### src/hdl/bbps_pkg.sv
// Shared types, constants and field helpers for the buzzer beep pattern sequencer.
// Used by every module in this folder; depends on nothing else.
package bbps_pkg;

  localparam int TickBits  = 16;
  localparam int FieldBits = 16;
  localparam int WordBits  = 48;
  localparam int NumPats   = 6;
  localparam int IdxBits   = 3;

  localparam logic [FieldBits-1:0] ForeverCount = 16'hffff;
  localparam logic [TickBits-1:0]  TickOnes     = {TickBits{1'b1}};

  typedef enum logic [1:0] {
    CMD_TICK  = 2'd0,
    CMD_START = 2'd1,
    CMD_STOP  = 2'd2,
    CMD_NONE  = 2'd3
  } cmd_e;

  localparam logic [2:0] PatIdle     = 3'd0;
  localparam logic [2:0] PatKey      = 3'd1;
  localparam logic [2:0] PatNear     = 3'd2;
  localparam logic [2:0] PatAuto     = 3'd3;
  localparam logic [2:0] PatLocked   = 3'd4;
  localparam logic [2:0] PatUnlocked = 3'd5;
  localparam logic [2:0] PatEnd      = 3'd6;

  localparam logic [IdxBits-1:0] RegKey       = 3'd0;
  localparam logic [IdxBits-1:0] RegNear      = 3'd1;
  localparam logic [IdxBits-1:0] RegAuto      = 3'd2;
  localparam logic [IdxBits-1:0] RegLocked    = 3'd3;
  localparam logic [IdxBits-1:0] RegUnlocked  = 3'd4;
  localparam logic [IdxBits-1:0] RegEnd       = 3'd5;
  localparam logic [IdxBits-1:0] RegNearFirst = 3'd6;

  typedef struct packed {
    logic [1:0] command;
    logic [2:0] pattern;
  } in_item_t;

  typedef struct packed {
    logic buzzer_level;
    logic busy_res;
  } out_item_t;

  typedef struct packed {
    logic [NumPats-1:0][WordBits-1:0] pattern;
    logic [FieldBits-1:0]             near_first_on;
  } cfg_t;

  function automatic logic [TickBits-1:0] to_ticks(logic [FieldBits-1:0] f);
    logic [31:0] w;
    w = 32'(f);
    return w[TickBits-1:0];
  endfunction

  function automatic logic [WordBits-1:0] pat_word(cfg_t c, logic [2:0] p);
    logic [WordBits-1:0] w;
    case (p)
      PatKey:      w = c.pattern[0];
      PatNear:     w = c.pattern[1];
      PatAuto:     w = c.pattern[2];
      PatLocked:   w = c.pattern[3];
      PatUnlocked: w = c.pattern[4];
      PatEnd:      w = c.pattern[5];
      default:     w = c.pattern[0];
    endcase
    return w;
  endfunction

  function automatic logic [TickBits-1:0] pat_on(cfg_t c, logic [2:0] p);
    logic [WordBits-1:0] w;
    w = pat_word(c, p);
    return to_ticks(w[15:0]);
  endfunction

  function automatic logic [TickBits-1:0] pat_off(cfg_t c, logic [2:0] p);
    logic [WordBits-1:0] w;
    w = pat_word(c, p);
    return to_ticks(w[31:16]);
  endfunction

  function automatic logic [FieldBits-1:0] pat_count(cfg_t c, logic [2:0] p);
    logic [WordBits-1:0] w;
    w = pat_word(c, p);
    return w[47:32];
  endfunction

endpackage

### src/hdl/bbps_cfg_regs.sv
// Configuration register file: six pattern words and the near first on-time.
// Depends on bbps_pkg.
module bbps_cfg_regs (
  input  logic                                  clk_i,
  input  logic                                  rst_ni,
  input  logic                                  cfg_we_i,
  input  logic [bbps_pkg::IdxBits-1:0]          cfg_index_i,
  input  logic [bbps_pkg::WordBits-1:0]         cfg_data_i,
  output bbps_pkg::cfg_t                        cfg_o
);

  bbps_pkg::cfg_t cfg_q;

  always_ff @(posedge clk_i or negedge rst_ni) begin
    if (!rst_ni) begin
      cfg_q <= '0;
    end else if (cfg_we_i) begin
      case (cfg_index_i)
        bbps_pkg::RegKey:       cfg_q.pattern[0] <= cfg_data_i;
        bbps_pkg::RegNear:      cfg_q.pattern[1] <= cfg_data_i;
        bbps_pkg::RegAuto:      cfg_q.pattern[2] <= cfg_data_i;
        bbps_pkg::RegLocked:    cfg_q.pattern[3] <= cfg_data_i;
        bbps_pkg::RegUnlocked:  cfg_q.pattern[4] <= cfg_data_i;
        bbps_pkg::RegEnd:       cfg_q.pattern[5] <= cfg_data_i;
        bbps_pkg::RegNearFirst: cfg_q.near_first_on <= cfg_data_i[15:0];
        default: ;
      endcase
    end
  end

  assign cfg_o = cfg_q;

endmodule

### src/hdl/bbps_core.sv
// Pattern state and its single-step update for one command word.
// Depends on bbps_pkg.
module bbps_core (
  input  logic                clk_i,
  input  logic                rst_ni,
  input  logic                step_i,
  input  bbps_pkg::in_item_t  item_i,
  input  bbps_pkg::cfg_t      cfg_i,
  output bbps_pkg::out_item_t res_o
);

  logic [2:0]                          active_q, active_d;
  logic                                in_gap_q, in_gap_d;
  logic [bbps_pkg::TickBits-1:0]       on_q, on_d;
  logic [bbps_pkg::TickBits-1:0]       off_q, off_d;
  logic [bbps_pkg::FieldBits-1:0]      rep_q, rep_d;
  logic                                drive_q, drive_d;
  logic [bbps_pkg::FieldBits-1:0]      rep_dec;
  logic [2:0]                          pat;

  always_comb begin
    active_d = active_q;
    in_gap_d = in_gap_q;
    on_d     = on_q;
    off_d    = off_q;
    rep_d    = rep_q;
    drive_d  = drive_q;
    pat      = item_i.pattern;
    rep_dec  = rep_q;
    if (rep_q != bbps_pkg::ForeverCount && rep_q != '0) begin
      rep_dec = rep_q - 1'b1;
    end
    case (bbps_pkg::cmd_e'(item_i.command))
      bbps_pkg::CMD_TICK: begin
        if (active_q != bbps_pkg::PatIdle) begin
          if (!in_gap_q) begin
            if (on_q != '0) begin
              on_d = on_q - 1'b1;
            end else begin
              drive_d = 1'b0;
              on_d    = bbps_pkg::TickOnes;
              rep_d   = rep_dec;
              if (rep_dec != '0) begin
                off_d    = bbps_pkg::pat_off(cfg_i, active_q);
                in_gap_d = 1'b1;
              end else begin
                off_d    = bbps_pkg::TickOnes;
                in_gap_d = 1'b0;
                active_d = bbps_pkg::PatIdle;
              end
            end
          end else begin
            if (off_q != '0) begin
              off_d = off_q - 1'b1;
            end else begin
              off_d    = bbps_pkg::TickOnes;
              in_gap_d = 1'b0;
              if (rep_q != '0) begin
                drive_d = 1'b1;
                on_d    = bbps_pkg::pat_on(cfg_i, active_q);
              end else begin
                on_d     = bbps_pkg::TickOnes;
                active_d = bbps_pkg::PatIdle;
              end
            end
          end
        end
      end
      bbps_pkg::CMD_START: begin
        if ((pat inside {[bbps_pkg::PatKey:bbps_pkg::PatEnd]})
            && !(pat == bbps_pkg::PatKey && active_q != bbps_pkg::PatIdle)
            && !(pat == bbps_pkg::PatNear && active_q == bbps_pkg::PatNear)) begin
          active_d = pat;
          in_gap_d = 1'b0;
          off_d    = bbps_pkg::TickOnes;
          if (pat == bbps_pkg::PatNear) begin
            on_d = bbps_pkg::to_ticks(cfg_i.near_first_on);
          end else begin
            on_d = bbps_pkg::pat_on(cfg_i, pat);
          end
          rep_d   = bbps_pkg::pat_count(cfg_i, pat);
          drive_d = 1'b1;
        end
      end
      bbps_pkg::CMD_STOP: begin
        active_d = bbps_pkg::PatIdle;
        in_gap_d = 1'b0;
        on_d     = bbps_pkg::TickOnes;
        off_d    = bbps_pkg::TickOnes;
        rep_d    = bbps_pkg::ForeverCount;
        drive_d  = 1'b0;
      end
      default: ;
    endcase
  end

  always_ff @(posedge clk_i or negedge rst_ni) begin
    if (!rst_ni) begin
      active_q <= bbps_pkg::PatIdle;
      in_gap_q <= 1'b0;
      on_q     <= bbps_pkg::TickOnes;
      off_q    <= bbps_pkg::TickOnes;
      rep_q    <= '0;
      drive_q  <= 1'b0;
    end else if (step_i) begin
      active_q <= active_d;
      in_gap_q <= in_gap_d;
      on_q     <= on_d;
      off_q    <= off_d;
      rep_q    <= rep_d;
      drive_q  <= drive_d;
    end
  end

  assign res_o.buzzer_level = drive_d;
  assign res_o.busy_res     = (active_d != bbps_pkg::PatIdle);

endmodule

### src/hdl/buzzer_beep_pattern_sequencer.sv
// Top level of the buzzer beep pattern sequencer: input register, state update, result register.
// Depends on bbps_pkg, bbps_cfg_regs and bbps_core.
//
// Every accepted command word (tick, start, stop or none) yields exactly one result word with
// the buzzer level and the busy flag after that command. A word is taken into the input
// register and applied to the pattern state at the clock edge on which it advances, where its
// result is loaded into the result register; while the result register is stalled, the word
// waits in the input register. One word is accepted per cycle for as long as results are
// taken; the single state-update step between the two registers sets that figure.
// Configuration writes take effect at once and belong to idle periods.
module buzzer_beep_pattern_sequencer (
  input  logic                          clk_i,
  input  logic                          rst_ni,
  input  logic                          in_valid_i,
  output logic                          in_stall_o,
  input  bbps_pkg::in_item_t            in_item_i,
  output logic                          out_valid_o,
  input  logic                          out_stall_i,
  output bbps_pkg::out_item_t           out_item_o,
  input  logic                          cfg_we_i,
  input  logic [bbps_pkg::IdxBits-1:0]  cfg_index_i,
  input  logic [bbps_pkg::WordBits-1:0] cfg_data_i
);

  bbps_pkg::cfg_t      cfg;
  bbps_pkg::in_item_t  in_item_q;
  bbps_pkg::out_item_t out_item_q;
  bbps_pkg::out_item_t res;
  logic                in_valid_q;
  logic                out_valid_q;
  logic                advance;
  logic                accept;

  assign advance    = in_valid_q && (!out_valid_q || !out_stall_i);
  assign in_stall_o = in_valid_q && !advance;
  assign accept     = in_valid_i && !in_stall_o;

  bbps_cfg_regs u_cfg (
    .clk_i       (clk_i),
    .rst_ni      (rst_ni),
    .cfg_we_i    (cfg_we_i),
    .cfg_index_i (cfg_index_i),
    .cfg_data_i  (cfg_data_i),
    .cfg_o       (cfg)
  );

  bbps_core u_core (
    .clk_i  (clk_i),
    .rst_ni (rst_ni),
    .step_i (advance),
    .item_i (in_item_q),
    .cfg_i  (cfg),
    .res_o  (res)
  );

  always_ff @(posedge clk_i or negedge rst_ni) begin
    if (!rst_ni) begin
      in_valid_q  <= 1'b0;
      out_valid_q <= 1'b0;
    end else begin
      if (accept) begin
        in_valid_q <= 1'b1;
      end else if (advance) begin
        in_valid_q <= 1'b0;
      end
      if (advance) begin
        out_valid_q <= 1'b1;
      end else if (!out_stall_i) begin
        out_valid_q <= 1'b0;
      end
    end
  end

  always_ff @(posedge clk_i) begin
    if (accept) begin
      in_item_q <= in_item_i;
    end
    if (advance) begin
      out_item_q <= res;
    end
  end

  assign out_valid_o = out_valid_q;
  assign out_item_o  = out_item_q;

endmodule
### config.mk
export PLATFORM = sky130hd
export DESIGN_NAME = buzzer_beep_pattern_sequencer
export DESIGN_NICKNAME = d
export VERILOG_FILES = /design/src/hdl/bbps_pkg.sv /design/src/hdl/bbps_cfg_regs.sv /design/src/hdl/bbps_core.sv /design/src/hdl/buzzer_beep_pattern_sequencer.sv
export SDC_FILE = /design/constraint.sdc
export NUM_CORES = 1
export LEC_CHECK = 0
export ABC_AREA = 1
export ABC_CLOCK_PERIOD_IN_PS = 3500
export BUFFER_PORTS_ARGS = -buffer_cell sky130_fd_sc_hd__buf_2
export CELL_PAD_IN_SITES_DETAIL_PLACEMENT = 1
export CELL_PAD_IN_SITES_GLOBAL_PLACEMENT = 2
export CORE_UTILIZATION = 41
export DETAILED_ROUTE_END_ITERATION = 10
export GPL_TIMING_DRIVEN = 0
export HOLD_SLACK_MARGIN = 0.1
export PLACE_DENSITY_LB_ADDON = 0.1
export SYNTH_ARGS = -nofsm -noshare
export SYNTH_HDL_FRONTEND = slang
export SYNTH_SLANG_ARGS = --single-unit
### constraint.sdc
create_clock -name clk_i -period 3.5 [get_ports clk_i]
set_clock_uncertainty 0.1 [all_clocks]
set_input_delay 0.175 -clock clk_i [delete_from_list [all_inputs] [get_ports clk_i]]
set_output_delay 0.175 -clock clk_i [all_outputs]
set_load 0.05 [all_outputs]
# == Word level (Yosys, flattened, before mapping) ==
# Index checks and enable logic that the tools add are counted.
# classes
add_sub_neg,3
order_cmp,2
n_eq_ne,27
reduce_logical,37
n_mux,50
# ops
op,count
16-bit two-way mux,18
48-bit case mux with 5 select lines,1
32-bit case mux with 5 select lines,1
16-bit case mux with 3 select lines,3
16-bit case mux with 4 select lines,1
16-bit nonzero test,4
"16-bit by 1-bit subtractor with 16-bit output, second input constant",3
"3-bit equality test, second input constant",9
3-bit two-way mux,7
"3-bit by 2-bit equality test with 1-bit output, second input constant",6
1-bit two-way mux,16
"16-bit != test, second input constant",1
2-bit AND reduction,7
5-bit AND reduction,2
1-bit logical AND,9
3-bit case mux with 3 select lines,1
3-bit nonzero test,3
"3-bit by 1-bit equality test with 1-bit output, second input constant",2
1-bit zero test,6
"2-bit by 1-bit != test with 1-bit output, second input constant",3
1-bit case mux with 3 select lines,2
6-bit AND reduction,1
"2-bit != test, second input constant",2
4-bit AND reduction,1
10 further kinds,10
# totals
in_bits,61
word_cells,138
ff_bits,366

# == Logic depth before layout (Yosys ltp) ==
# Gate-level depths: netlist (run 1).
# logic_depth
word_depth,10
ltp_mapped,17
mapped_depth_nobuf,17

# == By module ==
# Synthesis (run 1) repeated with hierarchy kept, for this count alone.
# unflattened
hier_cells,2572
area_unflattened_um2,19077.0
# modules_own_cells
module,area_per_inst_um2,seq_area_each_um2,instances,cells_each
bbps_cfg_regs,11748.8,7607.3,1,1324
bbps_core,7023.0,1366.3,1,1229
buzzer_beep_pattern_sequencer,305.3,260.2,1,19

# == Worst setup path before layout (run 1) ==
# No wires, ideal clock.
# synth_path
path_kind,register -> register
from,register u_core.rep_q[0] (netlist bit)
to,"register out_item_q (netlist bit out_item_o[0]), data pin"
t_arrival_ps,2045
stages_incl_launch_ff,18
slack_ps,1096
path_cell_list,dfrtp_1 -> inv_1 -> ha_1 -> nand2_4 -> nor2_4 -> nand2_4 -> nand2_4 -> inv_4 -> nand2_2 -> nand2_1 -> nor2_1 -> nand2_1 -> nor2_1 -> nand4_1 -> nand2_1 -> nand2_1 -> nand2_1 -> nand3_1
# synth_rtl
item,line_no,source
"start, declared",bbps_core.sv:16,"logic [bbps_pkg::FieldBits-1:0] rep_q, rep_d;"
"start signal, assigned",bbps_core.sv:110,rep_q <= rep_d;
"end signal, assigned",buzzer_beep_pattern_sequencer.sv:79,out_item_q <= res;
"end, declared",buzzer_beep_pattern_sequencer.sv:27,bbps_pkg::out_item_t out_item_q;

# == Worst setup path in the final report (run 1) ==
# layout_path
from,register in_item_q[2] (netlist bit)
to,register u_core.rep_q[6] (netlist bit)
# layout_between
elab_chain_cells,7
word_cells_on_any_way,20
classes_between,order compare (2); eq/ne (7); mux (3); reduce/logical (8)
# layout_rtl
item,line_no,source
"start, declared",buzzer_beep_pattern_sequencer.sv:26,bbps_pkg::in_item_t in_item_q;
"start signal, assigned",buzzer_beep_pattern_sequencer.sv:76,in_item_q <= in_item_i;
"parallel branches: the longest is 7 deep, another holds 3-bit by 1-bit greater-or-equal comparator with 1-bit output",-,
# Parallel ways; which one is timed is not known. The select of a mux whose other input is x is not followed.
# A chain may end at the register's enable or synchronous reset.

==> results.toml, run 1 <==
[job]
cap_violations = 0

[clock_network]
cts_root_buffer = "clkbuf_16"
clkLatencyLatePin_ns = 0.59
clock_path_buffers = 3
post-cts-setup-buffers = 0
htree_num_levels = 2
cts_tree = "built"
clkSinkCount = 366
cts_inserted_buffers = 42
clk_pin_slew_worst_paths_ns = 0.06

[floorplan]
start_util = 0.417
io_pins = 65
die_h_um = 212
die_area_um2 = 44900
core_um2 = 43300
core.rowCount = 76
dieWidth_um = 212

[power_and_ir_drop]
clkPwrFrac = 0.297
power_frac_comb = 0.291
p_int_mw = 9.20
p_switching_mw = 5.50
peakVddDrop_uv = 370
p_leak_nw = 9.92
power_density_nw_per_um2 = 695
total_power_mw = 14.7
switching_share = 0.374
seq_power_share = 0.412

[global_route]
grt_first_pass_wirelength_mm = 109
antenna_found_initial = 1
gr-usage-all-layers = 0.325
grt_pass1_vias = 17700
grt_max_degree = 117
overflow = 0

[sta]
worstMarginPinSlew_ns = 1.03
final.setup.worst_slack_ns = -0.0630
hold_slack_ns = 0.123
setup_viol = 1
fin_crit_sh = 1.02
maxSlewHeadroom = 0.311
slew_violations = 0
hold_viol = 0
fin_crit_ns = 3.56
rsz0062_at_grt = "true"
fmax_mhz = 281

[synth]
synth-seq-cells = 366
async_reset_ff_frac = 0.981
netlist_area_um2 = 18000
synth_edf_count = 7
syn_inst = 2238
synthFlopType = "dfrtp_1"
synth-seq-area-share = 0.512
synth_cell_types = 54
syn-num-nets = 2307
avgSynthCellArea_um2 = 8.06
synth_warnings = 0

[final_layout]
fin_area_um2 = 21200
syn_to_final_growth_pct = 17.2
layout-drive-gt1-share = 0.0986
post-route-util = 0.489
nets = 2479
n_antenna_cell = 0

[setup_path]
cp_slowest_cell = "a221oi_1"
critPathMaxFanout = 10
r2r_slack_ns = -0.06
crit_path_start_kind = "register"
cp_top_family = "compound AO/OA/AOI/OAI gates"
crit_arrival_ns = 3.90
critPathCaptureType = "register"
cp_slowest_stage_delay_ns = 0.65
path_cells = "inv_2, nand3_1, nand2_1, nor2_4, buf_2, a221oi_1, o21ai_0, o211ai_1, o21ai_1"
critical_path_buf_inv_count = 2
criticalPathCategory = "register to register"
required_ns = 3.83

[drt]
drtAntennaViolNets = 0
vias = 17100
drt_wl_total_mm = 70.6
drtPass1Iterations = 5
routed_via_density = 5.66
drt_iter0_drc = 1633
route.detailed.drc = 0
wl_per_cell_um = 23.3

[run_status]
violations = "setup timing"
outcome = "finished with violations"

[placed_design]
portBuffers = 64
post-place-ws_ns = -0.217
dpl_cell_area_um2 = 19200
gp_congestion = 0.895
dp_hpwl_mm = 49.3

[worst_hold_path]
hold_path_class = "input pin to asynchronous set/reset pin"
==> cell usage in the layout (no fill, tap or decap), drive strengths merged, types with 12 or more instances in the layout <==
master | Yosys | routed
clkinv | 2 | 12
nor2 | 105 | 105
o22ai | 17 | 17
a22o | 19 | 19
nand4 | 22 | 22
dfrtp | 327 | 327
nand3 | 106 | 106
buf | 37 | 104
a221oi | 44 | 44
xor2 | 14 | 14
dlygate4sd3 | 0 | 61
nor3 | 12 | 12
clkbuf | 85 | 151
a22oi | 23 | 23
o211ai | 13 | 13
dfstp | 32 | 32
nand2 | 669 | 669
inv | 185 | 185
a21oi | 63 | 63
o21ai | 415 | 415
==> synthesized netlist by cell type (3+ instances only) <==
cell type | n | share of area
nand2_4 | 3 | 0.0019
a21oi_1 | 60 | 0.017
ha_1 | 8 | 0.0055
buf_2 | 21 | 0.0058
dfstp_2 | 32 | 0.047
nor3_1 | 8 | 0.0022
o221ai_1 | 4 | 0.0019
nor2_2 | 4 | 0.0014
dfrtp_1 | 327 | 0.45
nand3_1 | 105 | 0.029
inv_1 | 172 | 0.036
buf_1 | 14 | 0.0029
a221oi_1 | 44 | 0.021
clkbuf_1 | 85 | 0.018
edfxtp_1 | 7 | 0.012
inv_2 | 12 | 0.0025
a22o_1 | 19 | 0.0092
nor2_1 | 97 | 0.020
a22oi_1 | 13 | 0.0054
o21ai_1 | 23 | 0.0064
nand4_1 | 21 | 0.0073
o21bai_1 | 4 | 0.0017
nand2_1 | 659 | 0.14
a21oi_2 | 3 | 0.0015
a22oi_2 | 10 | 0.0069
o22ai_1 | 17 | 0.0059
a31oi_1 | 8 | 0.0028
o21ai_0 | 391 | 0.11
o211ai_1 | 12 | 0.0050
xor2_1 | 14 | 0.0068
nor3_2 | 4 | 0.0022
nor2_4 | 4 | 0.0025
nand2_2 | 7 | 0.0024
==> registers in the layout (all words and copies together) (netlist names) <==
signal           count
u_cfg.cfg_o        304
u_core.off_q        16
u_core.on_q         16
u_core.rep_q        16
in_item_q            5
u_core.active_q      3
out_item_o           2
in_valid_q           1
out_valid_o          1
u_core.drive_q       1
u_core.in_gap_q      1
==> final timing paths <==
| kind | cells past startpoint | from | to |
|---|---|---|---|
| hold reg to reg | 2 | u_cfg.cfg_o[34]$_DFFE_PN0P_ | u_cfg.cfg_o[34]$_DFFE_PN0P_ |
| min in group clk_i | 2 | in_item_i[3] | in_item_q[3]$_DFFE_PP_ |
| hold / removal | 2 | rst_ni | u_core.on_q[9]$_DFFE_PN1P_ |
| setup reg to reg | 9 | in_item_q[2]$_DFFE_PP_ | u_core.rep_q[6]$_DFFE_PN0P_ |
| max in group asynchronous | 3 | rst_ni | u_core.rep_q[9]$_DFFE_PN0P_ |
| setup / recovery | 9 | in_item_q[2]$_DFFE_PP_ | u_core.rep_q[6]$_DFFE_PN0P_ |
==> power by group through the flow <==
| stage | clock network [mW] | registers, mW | logic [mW] |
|---|---|---|---|
| detailed placement | 0 | 6.10 | 4.15 |
| floorplan | 0 | 5.91 | 2.73 |
| global route | 4.57 | 6.18 | 4.77 |
| CTS | 4.42 | 6.04 | 4.25 |
| finish | 4.36 | 6.06 | 4.28 |
| global placement | 0 | 6.06 | 4.01 |
==> cells by family (layout without fill, tap and decap cells) <==
kind of cell,after synthesis,count (layout),share of synthesized area
and+or+nand+nor,919,919,0.210
AOI/OAI and AO/OA,621,621,0.199
DFF,366,366,0.512
buffers and inverters,309,514,0.0667
xor gates and xnor gates,15,15,0.00728
adders and majority gates,8,8,0.00555
==> through the flow <==
step,TNS (ns),std cells
final,-0.0630,3028
after global routing,-0.155,3028
after CTS,0,3028
after detailed placement,-0.449,2890
after global placement,-1773.67,2887
after floorplan,0,2238
==> area by class of cell <==
cell class                 instances  area, µm²
multi-input combinational       1563       7630
fill                            5296      22100
inverter                         187        706
timing repair buffer             128       1020
tap                              585        732
buffer                           122        502
clock buffer                      66       1230
clock inverter                    11        101
sequential                       366       9230
==> metal layers <==
layer  GRT usage  share of wire  vias up
met3      0.0543          0.052       85
met4      0.0697          0.018        2
met2       0.519           0.46      456
met5           0        0.00016        -
met1       0.463           0.47     8753
li1            -              -     7843
==> repair_timing <==
| action | 4_1_cts | 5_1_grt |
|---|---|---|
| gates resized for setup | 6 | 0 |
| endpoints found under the hold margin | 543 | 0 |
| setup endpoints to repair | 6 | 2 |
| hold buffers | 61 | 0 |
Power figures use the tool's default switching activity.
==> run 2: changes to the inputs <==
--- a/config.mk
+++ b/config.mk
@@ -15,6 +15,8 @@
 export GPL_TIMING_DRIVEN = 0
 export HOLD_SLACK_MARGIN = 0.1
 export PLACE_DENSITY_LB_ADDON = 0.1
+export RECOVER_POWER = 100
+export SKIP_LAST_GASP = 1
 export SYNTH_ARGS = -nofsm -noshare
 export SYNTH_HDL_FRONTEND = slang
 export SYNTH_SLANG_ARGS = --single-unit
==> run 2 against run 1 <==
Effect of this change:
- the run ends with capacitance limit, slew limit, setup timing left
- via count grew 0.24%
- maximum frequency shrank 1.6%
- die area is the same
- critical path type unchanged
==> results.toml, run 2 (synthesized netlist as in run 1, its figures left out) <==
[clock_network]
clkLatencyLatePin_ns = 0.59
clkSinkCount = 366
cts_root_buffer = "clkbuf_16"
clock_path_buffers = 3
clk_pin_slew_worst_paths_ns = 0.05
cts_inserted_buffers = 42
htree_num_levels = 2
cts_tree = "built"
post-cts-setup-buffers = 0

[power_and_ir_drop]
clkPwrFrac = 0.297
seq_power_share = 0.413
total_power_mw = 14.7
p_int_mw = 9.18
power_frac_comb = 0.290
p_switching_mw = 5.51
switching_share = 0.375
power_density_nw_per_um2 = 697
p_leak_nw = 9.86
peakVddDrop_uv = 370

[drt]
wl_per_cell_um = 23.3
drt_iter0_drc = 1499
drtAntennaViolNets = 0
drtPass1Iterations = 7
routed_via_density = 5.68
vias = 17200
route.detailed.drc = 0
drt_wl_total_mm = 70.7

[setup_path]
r2r_slack_ns = -0.12
required_ns = 3.84
crit_arrival_ns = 3.96
critPathCaptureType = "register"
r2r-end = "u_core.rep_q[6]$_DFFE_PN0P_"
critPathMaxFanout = 10
reg2regPathDepth = 9
criticalPathCategory = "register to register"
r2r_start = "in_item_q[2]$_DFFE_PP_"
crit_path_start_kind = "register"

[global_route]
gr-usage-all-layers = 0.325
grt_pass1_vias = 17700
antenna_found_initial = 1
grt_first_pass_wirelength_mm = 109
overflow = 0
grt_max_degree = 117

[floorplan]
die_h_um = 212
start_util = 0.417
die_area_um2 = 44900
io_pins = 65
dieWidth_um = 212
core.rowCount = 76
core_um2 = 43300

[final_layout]
layout-drive-gt1-share = 0.0925
fillers = 5312
final_cell_mix = "659 x nand2_1, 399 x o21ai_0, 327 x dfrtp_1"
nets = 2478
post-route-util = 0.487
syn_to_final_growth_pct = 16.7
layout_commonest_cell = "nand2_1"
n_antenna_cell = 0
largest_reg_flops = 304

[sta]
final.setup.worst_slack_ns = -0.121
fin_crit_ns = 3.62
fin_setup_tns_ns = -0.121
maxSlewHeadroom = -0.111
rsz0062_at_grt = "true"
hold_viol = 0
setup_viol = 1
slew_violations = 219
fin_crit_sh = 1.03
fmax_mhz = 276
worstMarginPinSlew_ns = 1.67

[run_status]
violations = "capacitance limit, slew limit, setup timing"
outcome = "finished with violations"

[placed_design]
post-place-ws_ns = -0.217
gp_congestion = 0.895
dp_hpwl_mm = 49.3
portBuffers = 64

[worst_hold_path]
hold_path_class = "input pin to register"
worstHoldStart = "in_item_i[3]"
hold_end = "in_item_q[3]$_DFFE_PP_"
hold_path_depth = 2

[job]
cap_violations = 2
[run 2: power by group through the flow]
| stage | Clock (mW) | Combinational, mW | Sequential [mW] |
|---|---|---|---|
| after floorplan | 0 | 2.73 | 5.91 |
| after global placement | 0 | 4.01 | 6.06 |
| after detailed placement | 0 | 4.15 | 6.10 |
| after CTS | 4.42 | 4.25 | 6.04 |
| after global routing | 4.57 | 4.73 | 6.18 |
| final | 4.36 | 4.26 | 6.06 |
[run 2: area by class of cell]
| type | count | area, µm² | share of cell area |
|---|---|---|---|
| inverters | 187 | 706 | 0.0335 |
| well taps | 585 | 732 | 0.0347 |
| flip-flops and latches | 366 | 9230 | 0.438 |
| repair buffers | 128 | 951 | 0.0451 |
| multi-input cells | 1563 | 7620 | 0.362 |
| clock buffers | 66 | 1230 | 0.0585 |
| clock inverters | 11 | 101 | 0.00481 |
| plain buffers | 121 | 489 | 0.0232 |
[run 2: worst max-delay path by stage]
stage                                startpoint                           end  slack, ns  cells past startpoint
global placement                         rst_ni  u_cfg.cfg_o[136]$_DFFE_PN0P_      -5.19                      1
global route             in_item_q[2]$_DFFE_PP_   u_core.rep_q[9]$_DFFE_PN0P_      -0.08                      9
detailed placement       in_item_q[2]$_DFFE_PP_   u_core.rep_q[1]$_DFFE_PN0P_      -0.22                      9
finish                   in_item_q[2]$_DFFE_PP_   u_core.rep_q[6]$_DFFE_PN0P_      -0.12                      9
floorplan           u_core.rep_q[0]$_DFFE_PN0P_       out_item_o[0]$_DFFE_PP_       1.10                     17
CTS                      in_item_q[4]$_DFFE_PP_   u_core.rep_q[5]$_DFFE_PN0P_      -0.07                      9
[run 2: timing repair]
| item | 4_1_cts | 5_1_grt |
|---|---|---|
| gates resized for setup | 5 | 1 |
| pin swaps | 0 | 0 |
| hold endpoints to repair | 543 | 0 |
| hold buffers | 61 | 0 |
| setup endpoints to repair | 6 | 9 |
[run 2: worst max-delay path, stage by stage, from the launching register on]
cell	delay, ns
edfxtp_1	0.54
inv_2	0.13
nand3_1	0.43
nand2_1	0.48
nor2_4	0.16
buf_2	0.32
a221oi_1	0.70
o21ai_0	0.28
o211ai_1	0.21
o21ai_1	0.11
[run 2: layer usage]
metal  share of wire  up-vias  GRT usage
met3           0.052      100     0.0543
met1            0.47     8774      0.463
met4           0.019        2     0.0697
met2            0.46      457      0.519
met5         0.00016        -          0
li1                -     7847          -
[run 2: stage by stage]
| stage | hold WS [ns] | cells | instance area, µm² |
|---|---|---|---|
| 6_report | 0.214 | 3027 | 21100 |
| 5_1_grt | 0.220 | 3027 | 21100 |
| 4_1_cts | 0.105 | 3028 | 21200 |
| 3_5_place_dp | -0.0447 | 2890 | 19200 |
| 3_3_place_gp | 0.256 | 2887 | 19100 |
| 2_1_floorplan | -0.221 | 2238 | 18000 |
==> run 3: changes to the inputs <==
--- a/config.mk
+++ b/config.mk
@@ -10,6 +10,7 @@
 export BUFFER_PORTS_ARGS = -buffer_cell sky130_fd_sc_hd__buf_2
 export CELL_PAD_IN_SITES_DETAIL_PLACEMENT = 1
 export CELL_PAD_IN_SITES_GLOBAL_PLACEMENT = 2
+export CORE_ASPECT_RATIO = 0.8
 export CORE_UTILIZATION = 41
 export DETAILED_ROUTE_END_ITERATION = 10
 export GPL_TIMING_DRIVEN = 0
==> run 3 against run 2 <==
Effect of this change:
- the run ends with capacitance limit, slew limit left
- critical endpoint is now u_core.on_q[13]$_DFFE_PN1P_
- die area about the same
- utilization up 0.071 points
- routed wire length up 1.8%
- global-route usage up 0.090 points
- via count down 0.24%
- non-clock buffer count down 1
==> results.toml, run 3 (synthesized netlist as in run 1, its figures left out) <==
[drt]
drtPass1Iterations = 5
vias = 17100
drt_iter0_drc = 1562
drt_wl_total_mm = 71.9
routed_via_density = 5.71
drtAntennaViolNets = 0
wl_per_cell_um = 24.0
route.detailed.drc = 0

[worst_hold_path]
hold_end = "u_cfg.cfg_o[15]$_DFFE_PN0P_"
hold_path_class = "input pin to register"
hold_path_depth = 5
worstHoldStart = "cfg_index_i[0]"

[final_layout]
stdcell_count = 3001
syn_to_final_growth_pct = 17.0
fillers = 5246
layout-drive-gt1-share = 0.0992
nets = 2476
layout_commonest_cell = "nand2_1"
largest_reg_flops = 304
final_cell_mix = "659 x nand2_1, 402 x o21ai_0, 327 x dfrtp_1"

[placed_design]
gp_congestion = 0.899
portBuffers = 64
placed_cells = 2866
dp_hpwl_mm = 50.5

[setup_path]
critPathMaxFanout = 10
critPathCaptureType = "register"
r2r_slack_ns = 0.07
required_ns = 3.91
reg2regPathDepth = 8
crit_path_start_kind = "register"
r2r_start = "u_core.active_q[1]$_DFFE_PN0P_"
criticalPathCategory = "register to register"
crit_arrival_ns = 3.84
r2r-end = "u_core.on_q[13]$_DFFE_PN1P_"

[clock_network]
clk_pin_slew_worst_paths_ns = 0.07
cts_tree = "built"
htree_num_levels = 2
clock_path_buffers = 3
cts_inserted_buffers = 41
clkSinkCount = 366
cts_root_buffer = "clkbuf_16"
clkLatencyLatePin_ns = 0.59

[floorplan]
core_um2 = 43300
io_pins = 65
die_h_um = 190
start_util = 0.417
core.rowCount = 68
die_area_um2 = 44900
dieWidth_um = 237

[sta]
setup_viol = 0
maxSlewHeadroom = -0.00947
hold_viol = 0
fmax_mhz = 291
worstMarginPinSlew_ns = 1.51
fin_crit_sh = 0.981
rsz0062_at_grt = "false"
fin_crit_ns = 3.43
slew_violations = 22

[global_route]
grt_first_pass_wirelength_mm = 110
grt_pass1_vias = 17300
overflow = 0
grt_max_degree = 94
gr-usage-all-layers = 0.326
antenna_found_initial = 2

[job]
cap_violations = 1

[run_status]
outcome = "finished with violations"
violations = "capacitance limit, slew limit"

[power_and_ir_drop]
power_density_nw_per_um2 = 706
peakVddDrop_uv = 424
p_leak_nw = 9.90
total_power_mw = 14.9
run 3: metal layers:
metal	part of all wire	track usage
met1	0.48	0.490
met5	0	0
met3	0.073	0.0580
met2	0.43	0.486
met4	0.021	0.0774
run 3: worst max-delay path by stage:
| stage | cells past startpoint | to | from | slack, ns |
|---|---|---|---|---|
| after detailed placement | 9 | u_core.rep_q[1]$_DFFE_PN0P_ | in_item_q[2]$_DFFE_PP_ | -0.33 |
| after global placement | 1 | u_cfg.cfg_o[233]$_DFFE_PN0P_ | rst_ni | -5.13 |
| after global routing | 9 | u_core.rep_q[11]$_DFFE_PN0P_ | in_item_q[2]$_DFFE_PP_ | 0.006 |
| final | 8 | u_core.on_q[13]$_DFFE_PN1P_ | u_core.active_q[1]$_DFFE_PN0P_ | 0.07 |
| after CTS | 9 | u_core.rep_q[9]$_DFFE_PN0P_ | in_item_q[2]$_DFFE_PP_ | 0.04 |
| after floorplan | 17 | out_item_o[0]$_DFFE_PP_ | u_core.rep_q[0]$_DFFE_PN0P_ | 1.10 |
run 3: layout make-up:
| cell class | count | area (µm²) | share of cell area |
|---|---|---|---|
| Tap cell | 560 | 701 | 0.0332 |
| Multi-Input combinational cell | 1563 | 7640 | 0.362 |
| Timing Repair Buffer | 126 | 968 | 0.0459 |
| Clock inverter | 18 | 204 | 0.00966 |
| Sequential cell | 366 | 9230 | 0.437 |
| Inverter | 187 | 706 | 0.0334 |
| Clock buffer | 58 | 1160 | 0.0550 |
| Antenna cell | 1 | 2.50 | 0.000119 |
| Buffer | 122 | 498 | 0.0236 |
run 3: what timing repair did:
action,in CTS,in global routing
setup buffers,0,0
hold endpoints to repair,419,0
hold buffers,58,0
gates resized for setup,5,4
endpoints found under the setup margin,7,12
run 3: stage by stage:
stage,utilization,setup WS (ns),hold slack (ns),setup TNS [ns],area (µm²)
floorplan,-,1.10,-0.221,0,18000
global placement,0.440,-5.13,0.252,-1751.86,19100
detailed placement,0.443,-0.332,-0.0224,-0.629,19200
CTS,0.488,0.0405,0.142,0,21200
global route,0.488,0.00636,0.209,0,21100
finish,0.488,0.0676,0.175,0,21100
run 3: critical path: stages, from the launching register on:
cell and delay, ns:
dfrtp_1 0.47, inv_2 0.17, nand3_1 0.36, inv_2 0.39, clkbuf_1 0.88, a21oi_1 0.40
a21oi_1 0.29, o21ai_0 0.13, a22oi_1 0.16
run 3: power breakdown:
group          internal (mW)  leakage, nW  switching (mW)
registers               5.32         4.51           0.744
logic                   1.35         4.72            3.00
clock network           2.56        0.670            1.93
total                   9.24         9.90            5.67
